$ cat src/assert_macros.svh
// Assertion helpers shared by the RTL. Each macro expects signals named clk and rst
// in the scope where it is used.
`ifndef ASSERT_MACROS_SVH
`define ASSERT_MACROS_SVH

// Same-cycle implication, checked outside reset.
`define CTF_ASSERT_IMP(name, ante, cons) \
  name: assert property (@(posedge clk) disable iff (rst) (ante) |-> (cons)) \
    else $error("same-cycle implication check failed");

// Next-cycle implication, checked outside reset.
`define CTF_ASSERT_NXT(name, ante, cons) \
  name: assert property (@(posedge clk) disable iff (rst) (ante) |=> (cons)) \
    else $error("next-cycle implication check failed");

`endif

$ cat src/ctf_pkg.sv
package ctf_pkg;

  // Attribute window size in bytes and the matching limit in entries.
  localparam int unsigned WINDOW_BYTES   = 65536;
  localparam logic [16:0] WINDOW_ENTRIES = 17'(WINDOW_BYTES / 2);

  // Tuple id that terminates the chain.
  localparam logic [7:0] END_ID = 8'hFF;

  // Reset values of the configuration registers.
  localparam logic [7:0] WANTED_ID_RESET = 8'd0;
  localparam logic [9:0] MAX_LEN_RESET   = 10'd257;

  localparam int unsigned CFG_INDEX_W = 2;
  localparam int unsigned CFG_DATA_W  = 10;

  // Configuration register indexes.
  typedef enum logic [CFG_INDEX_W-1:0] {
    CFG_WANTED_ID = 2'd0,
    CFG_MAX_LEN   = 2'd1
  } ctf_cfg_idx_t;

  // One input transaction.
  typedef struct packed {
    logic [7:0] attr_byte;
    logic       scan_start;
  } ctf_in_t;

  // One result transaction.
  typedef struct packed {
    logic [7:0] data_byte;
    logic       data_valid;
    logic       last;
    logic       found;
    logic [9:0] copied_count;
  } ctf_out_t;

endpackage

$ cat src/cis_tuple_finder_core.sv
// Tuple chain search over card attribute memory.
// Input channel (in_valid/in_ready/in_data): one even-address attribute byte per
// transaction; scan_start marks offset zero and restarts any scan in progress.
// Output channel (out_valid/out_ready/out_data): the copied bytes of the first tuple
// whose id matches wanted_tuple_id, header included, up to max_copy_len of them; the
// final result of a scan has last set and carries found and copied_count.
// A scan that hits the end id or a tuple start past the window gives one
// not-found result.
// Configuration channel (cfg_valid/cfg_ready/cfg_index/cfg_data) is always ready.
// Results are registered: a result appears on the output in the cycle after its input byte is accepted.
// Throughput: one byte per cycle while in_ready is high; the next chain walk state is computed
// combinationally between the input handshake and the output register.
// Bytes that give no result are absorbed with no output transaction.
// Reset: the block idles, ignoring bytes until one with scan_start arrives; the
// configuration returns to id 0 and a maximum of 257 bytes.
// Stall: while a result waits in the output register and out_ready is low,
// in_ready drops; it stays high when the waiting result is taken in the same cycle.
module cis_tuple_finder_core
  import ctf_pkg::*;
(
  input  logic                   clk,
  input  logic                   rst,
  input  logic                   in_valid,
  output logic                   in_ready,
  input  ctf_in_t                in_data,
  output logic                   out_valid,
  input  logic                   out_ready,
  output ctf_out_t               out_data,
  input  logic                   cfg_valid,
  output logic                   cfg_ready,
  input  logic [CFG_INDEX_W-1:0] cfg_index,
  input  logic [CFG_DATA_W-1:0]  cfg_data
);

  `include "assert_macros.svh"

  // Configuration registers.
  logic [7:0]  wanted_tuple_id;
  logic [9:0]  max_copy_len;

  // Chain walk state.
  logic [15:0] entry_pos;
  logic [15:0] tuple_start;
  logic        in_match;
  logic [9:0]  copy_limit;
  logic [9:0]  copy_count;
  logic        scan_done;

  // State after the restart mux, and next state.
  logic [15:0] pos_cur;
  logic [15:0] start_cur;
  logic        match_cur;
  logic [9:0]  limit_cur;
  logic [9:0]  count_cur;
  logic        done_cur;

  logic [15:0] entry_pos_next;
  logic [15:0] tuple_start_next;
  logic        in_match_next;
  logic [9:0]  copy_limit_next;
  logic [9:0]  copy_count_next;
  logic        scan_done_next;

  logic        res_valid;
  ctf_out_t    res;

  logic        accept;
  logic        at_link;
  logic        at_start;
  logic [9:0]  link_len;
  logic [9:0]  count_inc;

  assign accept    = in_valid && in_ready;
  assign in_ready  = !out_valid || out_ready;
  assign cfg_ready = 1'b1;

  // Configuration writes.
  always_ff @(posedge clk) begin
    if (rst) begin
      wanted_tuple_id <= WANTED_ID_RESET;
      max_copy_len    <= MAX_LEN_RESET;
    end else if (cfg_valid) begin
      unique case (cfg_index)
        CFG_WANTED_ID: wanted_tuple_id <= cfg_data[7:0];
        CFG_MAX_LEN:   max_copy_len    <= cfg_data;
        default: ;
      endcase
    end
  end

  // A scan start clears the walk state before the byte is looked at.
  always_comb begin
    if (in_data.scan_start) begin
      pos_cur   = '0;
      start_cur = '0;
      match_cur = 1'b0;
      limit_cur = '0;
      count_cur = '0;
      done_cur  = 1'b0;
    end else begin
      pos_cur   = entry_pos;
      start_cur = tuple_start;
      match_cur = in_match;
      limit_cur = copy_limit;
      count_cur = copy_count;
      done_cur  = scan_done;
    end
  end

  // Position tests; the link test is done one bit wider so that a start at the top never matches a link.
  assign at_start  = (pos_cur == start_cur);
  assign at_link   = ({1'b0, pos_cur} == ({1'b0, start_cur} + 17'd1));
  assign link_len  = {2'b00, in_data.attr_byte} + 10'd2;
  assign count_inc = count_cur + 10'd1;

  // Walk the tuple chain for one byte.
  always_comb begin
    entry_pos_next   = pos_cur;
    tuple_start_next = start_cur;
    in_match_next    = match_cur;
    copy_limit_next  = limit_cur;
    copy_count_next  = count_cur;
    scan_done_next   = done_cur;
    res_valid        = 1'b0;
    res              = '0;

    if (!done_cur) begin
      if (match_cur) begin
        // Copying the matching tuple; its link byte may shorten the copy.
        if (at_link && (link_len < limit_cur)) begin
          copy_limit_next = link_len;
        end
        copy_count_next = count_inc;
        res_valid       = 1'b1;
        res.data_byte   = in_data.attr_byte;
        res.data_valid  = 1'b1;
        if (count_inc >= copy_limit_next) begin
          res.last       = 1'b1;
          res.found      = 1'b1;
          res.copied_count = count_inc;
          scan_done_next = 1'b1;
          in_match_next  = 1'b0;
        end
      end else if (at_start) begin
        if (({1'b0, start_cur} >= WINDOW_ENTRIES) || (in_data.attr_byte == END_ID)) begin
          // End of chain or past the window: not found.
          res_valid      = 1'b1;
          res.last       = 1'b1;
          scan_done_next = 1'b1;
        end else if (in_data.attr_byte == wanted_tuple_id) begin
          copy_limit_next = max_copy_len;
          res_valid       = 1'b1;
          if (max_copy_len == 10'd0) begin
            res.last       = 1'b1;
            res.found      = 1'b1;
            scan_done_next = 1'b1;
          end else begin
            copy_count_next = 10'd1;
            res.data_byte   = in_data.attr_byte;
            res.data_valid  = 1'b1;
            if (max_copy_len == 10'd1) begin
              res.last         = 1'b1;
              res.found        = 1'b1;
              res.copied_count = 10'd1;
              scan_done_next   = 1'b1;
            end else begin
              in_match_next = 1'b1;
            end
          end
        end
      end else if (at_link) begin
        // Link byte of a skipped tuple: step to the next tuple start.
        tuple_start_next = start_cur + {8'h00, in_data.attr_byte} + 16'd2;
      end

      if (pos_cur != 16'hFFFF) begin
        entry_pos_next = pos_cur + 16'd1;
      end
    end
  end

  // Walk state registers.
  always_ff @(posedge clk) begin
    if (rst) begin
      entry_pos   <= '0;
      tuple_start <= '0;
      in_match    <= 1'b0;
      copy_limit  <= '0;
      copy_count  <= '0;
      scan_done   <= 1'b1;
    end else if (accept) begin
      entry_pos   <= entry_pos_next;
      tuple_start <= tuple_start_next;
      in_match    <= in_match_next;
      copy_limit  <= copy_limit_next;
      copy_count  <= copy_count_next;
      scan_done   <= scan_done_next;
    end
  end

  // Output register.
  always_ff @(posedge clk) begin
    if (rst) begin
      out_valid <= 1'b0;
    end else if (accept && res_valid) begin
      out_valid <= 1'b1;
    end else if (out_ready) begin
      out_valid <= 1'b0;
    end
  end

  always_ff @(posedge clk) begin
    if (accept && res_valid) begin
      out_data <= res;
    end
  end

  // A waiting result is never overwritten by a new transaction.
  `CTF_ASSERT_IMP(a_no_overwrite, out_valid && !out_ready, !in_ready)
  // A result with found set always closes the scan.
  `CTF_ASSERT_IMP(a_found_is_last, out_valid && out_data.found, out_data.last)
  // A result without a byte is always the final one.
  `CTF_ASSERT_IMP(a_empty_is_last, out_valid && !out_data.data_valid, out_data.last)
  // While copying, the count stays below the limit and the scan is open.
  `CTF_ASSERT_IMP(a_copy_bounds, in_match, (copy_count < copy_limit) && !scan_done)
  // Delivering the final result leaves the block idle.
  `CTF_ASSERT_NXT(a_last_closes, accept && res_valid && res.last, scan_done && !in_match)

endmodule
$ cat config.mk
export PLATFORM = sky130hd
export DESIGN_NAME = cis_tuple_finder_core
export DESIGN_NICKNAME = d
export VERILOG_FILES = /design/src/ctf_pkg.sv /design/src/cis_tuple_finder_core.sv
export VERILOG_INCLUDE_DIRS = /design/src /design/src/src
export SDC_FILE = /design/constraint.sdc
export NUM_CORES = 1
export LEC_CHECK = 0
export BUFFER_PORTS_ARGS = -buffer_cell sky130_fd_sc_hd__buf_2
export CAP_MARGIN = 10
export CORE_UTILIZATION = 40
export DETAILED_ROUTE_END_ITERATION = 12
export SYNTH_ARGS = -nofsm -noshare
export SYNTH_HDL_FRONTEND = slang
export SYNTH_SLANG_ARGS = --single-unit
$ cat constraint.sdc
create_clock -name clk -period 5.3 [get_ports clk]
set_clock_uncertainty 0.2 [all_clocks]
set_input_delay 0.265 -clock clk [delete_from_list [all_inputs] [get_ports clk]]
set_output_delay 0.265 -clock clk [all_outputs]
set_load 0.01 [all_outputs]
==> impl_metrics.py <==
metrics = {
    "run_status": {
        "status": "finished clean",
    },
    "drt": {
        "via_count": 5708,
        "totalWireLength_um": 17000,
        "drc": 0,
        "routedWlPerCell_um": 16.2,
        "antenna_left": 0,
        "drt-initial-drc-count": 345,
        "dr.pass1.iters": 5,
        "vias_per_cell": 5.46,
    },
    "synth": {
        "synth_xor_area_frac": 0.0804,
        "synth-main-ff-cell": "dfxtp_1",
        "yosysSeqAreaShare": 0.320,
        "synth_top_family_by_area": "simple AND/OR/NAND/NOR gates",
        "async_flop_share": 0,
        "synth-adder-area-share": 0.0777,
        "synthCells": 785,
        "synth.area.top_cells": "dfxtp_1 22%, edfxtp_1 9.6%, ha_1 7.5%, nor2_1 6.1%, xnor2_1 5.0%",
        "synth.most_common_cell": "nor2_1",
        "synthTopCellsByCount": "107 x nor2_1, 73 x dfxtp_1, 61 x nand2_1",
        "synth.top_cell.area_share": 0.223,
        "syn-num-nets": 851,
        "synth.distinct_cells": 70,
        "ys_ff_latch": 94,
        "synth_compound_area_frac": 0.164,
        "postSynthAreaPerCell_um2": 8.33,
        "synthesis.area_um2": 6540,
        "synth_edf_count": 21,
        "yosysWarnings": 0,
        "synth-simple-area-share": 0.280,
        "synth_top_cell_by_area": "dfxtp_1",
        "synthMuxAreaShare": 0.0360,
    },
    "grt": {
        "grt_pass1_vias": 5380,
        "grt.overflow.total": 0,
        "grt_pass1_wl_um": 27800,
        "antenna_found_initial": 0,
        "grt_util_all_layers": 0.214,
        "grt_start_max_net_pins": 44,
    },
    "clocking": {
        "cts_tree": "yes",
        "clk_latency_ns": 0.36,
        "cts_setup_buffers": 0,
        "clockRootBuffer": "clkbuf_16",
        "cts_buffer_depth": 2,
        "htree_levels": 3,
        "clkSlewWorstSetupHoldPaths_ns": 0.07,
        "cts_sinks": 94,
        "cts_resized": 0,
        "numCtsBuffers": 9,
        "ctsHoldBuffers": 9,
    },
    "pwr": {
        "ir_worst_vdd_mv": 0.160,
        "p_seq_frac": 0.480,
        "intPower_mw": 1.14,
        "p_clk_frac": 0.387,
        "p_comb_frac": 0.133,
        "p_leak_nw": 2.79,
        "swShare": 0.275,
        "p_per_area_nw_per_um2": 214,
        "p_switching_uw": 433,
    },
    "timing": {
        "worstMarginPinSlew_ns": 0.989,
        "relSlewSlack": 0.339,
        "rsz0062_at_grt": "no",
        "min_period_ns": 4.95,
        "fin_crit_sh": 0.934,
        "fin_setup_tns_ns": 0,
        "hold_viol_final": 0,
        "setup_ws_ns": 0.352,
        "finalMaxSlewViolations": 0,
        "setup_viol": 0,
        "fmax_ghz": 0.202,
    },
    "setup_path": {
        "worstSetupPathType": "flop to flop",
        "critPathCaptureType": "flop",
        "cp_max_fo": 23,
        "worst_setup_path_start_kind": "flop",
        "required_ns": 5.38,
        "crit_start": "tuple_start[0]$_SDFFE_PP0P_",
        "arrival_ns": 5.03,
        "rr_worst_depth": 20,
        "r2r-start": "tuple_start[0]$_SDFFE_PP0P_",
    },
    "floorplan": {
        "die_height_um": 130,
        "initial_core_util": 0.410,
        "die_w_um": 130,
        "ios": 50,
        "core-area_um2": 15900,
        "num_rows": 46,
        "dieArea_um2": 16900,
    },
    "layout": {
        "antennaDiodeCount": 0,
        "areaGrowthSynthToFinish_pct": 12.3,
        "drive_gt1_frac": 0.118,
        "finish.net_count": 891,
    },
    "place": {
        "place_hpwl_um": 12400,
        "gp_congestion": 0.880,
        "port_buffers": 48,
        "pre_cts_ws_ns": 0.313,
    },
    "worst_hold_path": {
        "min_path_type": "input pin to flop",
        "holdCritStartpoint": "out_ready",
        "hold_path_depth": 4,
    },
    "job": {
        "drv_cap": 0,
    },
}
-- area by class of cell --
class | count | area [um2]
fillers | 1639 | 8600
multi-input cells | 625 | 4200
flip-flops and latches | 94 | 2090
repair buffers | 67 | 405
well taps | 216 | 270
clock buffers | 10 | 229
inverters | 28 | 105
clock inverters | 6 | 37.5
-- per-layer routing --
layer,part of all wire,track usage,vias to the layer above,routed length [um]
met2,0.48,0.364,88,8200
met3,0.035,0.0340,13,593
met1,0.47,0.278,2717,8020
met4,0.011,0.0650,0,189
met5,0,0,-,0
li1,-,-,2890,-
-- critical path: stages (launching register included) --
cell,delay (ns)
dfxtp_1,0.41
nand2_1,0.13
inv_1,0.10
ha_2,0.24
nand4_1,0.11
or3_1,0.34
a311o_1,0.32
a211o_1,0.29
nor4b_4,0.34
and3_4,0.40
nand2_1,0.08
o21ai_0,0.09
ha_1,0.25
nand2b_1,0.13
a21o_1,0.17
a21o_1,0.17
a21o_1,0.17
a21o_1,0.20
a21oi_2,0.42
o21ai_0,0.16
a21oi_1,0.14
-- cells in the final DEF (no fill, tap or decap), drive strengths merged, types with 8 or more instances in the layout --
cell type / count
xor2: 23
inv: 29
mux2i: 19
dlygate4sd3: 9
o21ai: 28
a22oi: 9
a21oi: 32
nor2b: 26
dfxtp: 73
nor2: 107
or4: 11
a21o: 12
nand2: 61
nand3: 27
o21a: 11
and3: 8
o211ai: 8
nand4: 12
ha: 39
xnor2: 37
clkbuf: 10
nor3: 20
and2: 11
edfxtp: 21
nand2b: 15
buf: 58
-- worst paths after layout --
check / slack (ns) / to
max: 0.35 / in_match$_SDFFE_PP0P_
min: 0.03 / out_valid$_SDFFE_PP0P_
max reg2reg: 0.35 / in_match$_SDFFE_PP0P_
min reg2reg: 0.31 / copy_limit[7]$_SDFFE_PP0P_
-- power by group through the flow --
stage          combinational, mW  clock, mW  sequential (mW)
6_report                   0.209      0.609            0.754
5_1_grt                    0.232      0.648            0.756
4_1_cts                    0.208      0.625            0.754
3_5_place_dp               0.202          0            0.771
3_3_place_gp               0.202          0            0.770
2_1_floorplan              0.149          0            0.765
-- logic make-up after synthesis --
kind of cell	after synthesis
adders and majority gates	40
xor gates and xnor gates	60
DFF	94
buffers and inverters	66
AOI/OAI and AO/OA	154
and+or+nand+nor	347
muxes	23
other	1
-- sequential cells by signal (all words and copies together), names as in the netlist --
signal,cells
copy_count,10
scan_done,1
out_data,21
entry_pos,16
tuple_start,16
in_match,1
max_copy_len,10
wanted_tuple_id,8
copy_limit,10
out_valid,1
-- stage by stage --
| step | total power [mW] | util | instance area [um2] | std cells | hold slack, ns |
|---|---|---|---|---|---|
| 2_1_floorplan | 0.914 | - | 6590 | 785 | 0.209 |
| 3_3_place_gp | 0.973 | 0.438 | 6990 | 1021 | 0.291 |
| 3_5_place_dp | 0.973 | 0.438 | 6990 | 1021 | 0.297 |
| 4_1_cts | 1.59 | 0.461 | 7340 | 1046 | 0.0261 |
| 5_1_grt | 1.64 | 0.461 | 7340 | 1046 | 0.0588 |
| 6_report | 1.57 | 0.461 | 7340 | 1046 | 0.0315 |
Note: power is estimated with default switching activity, not from simulation.
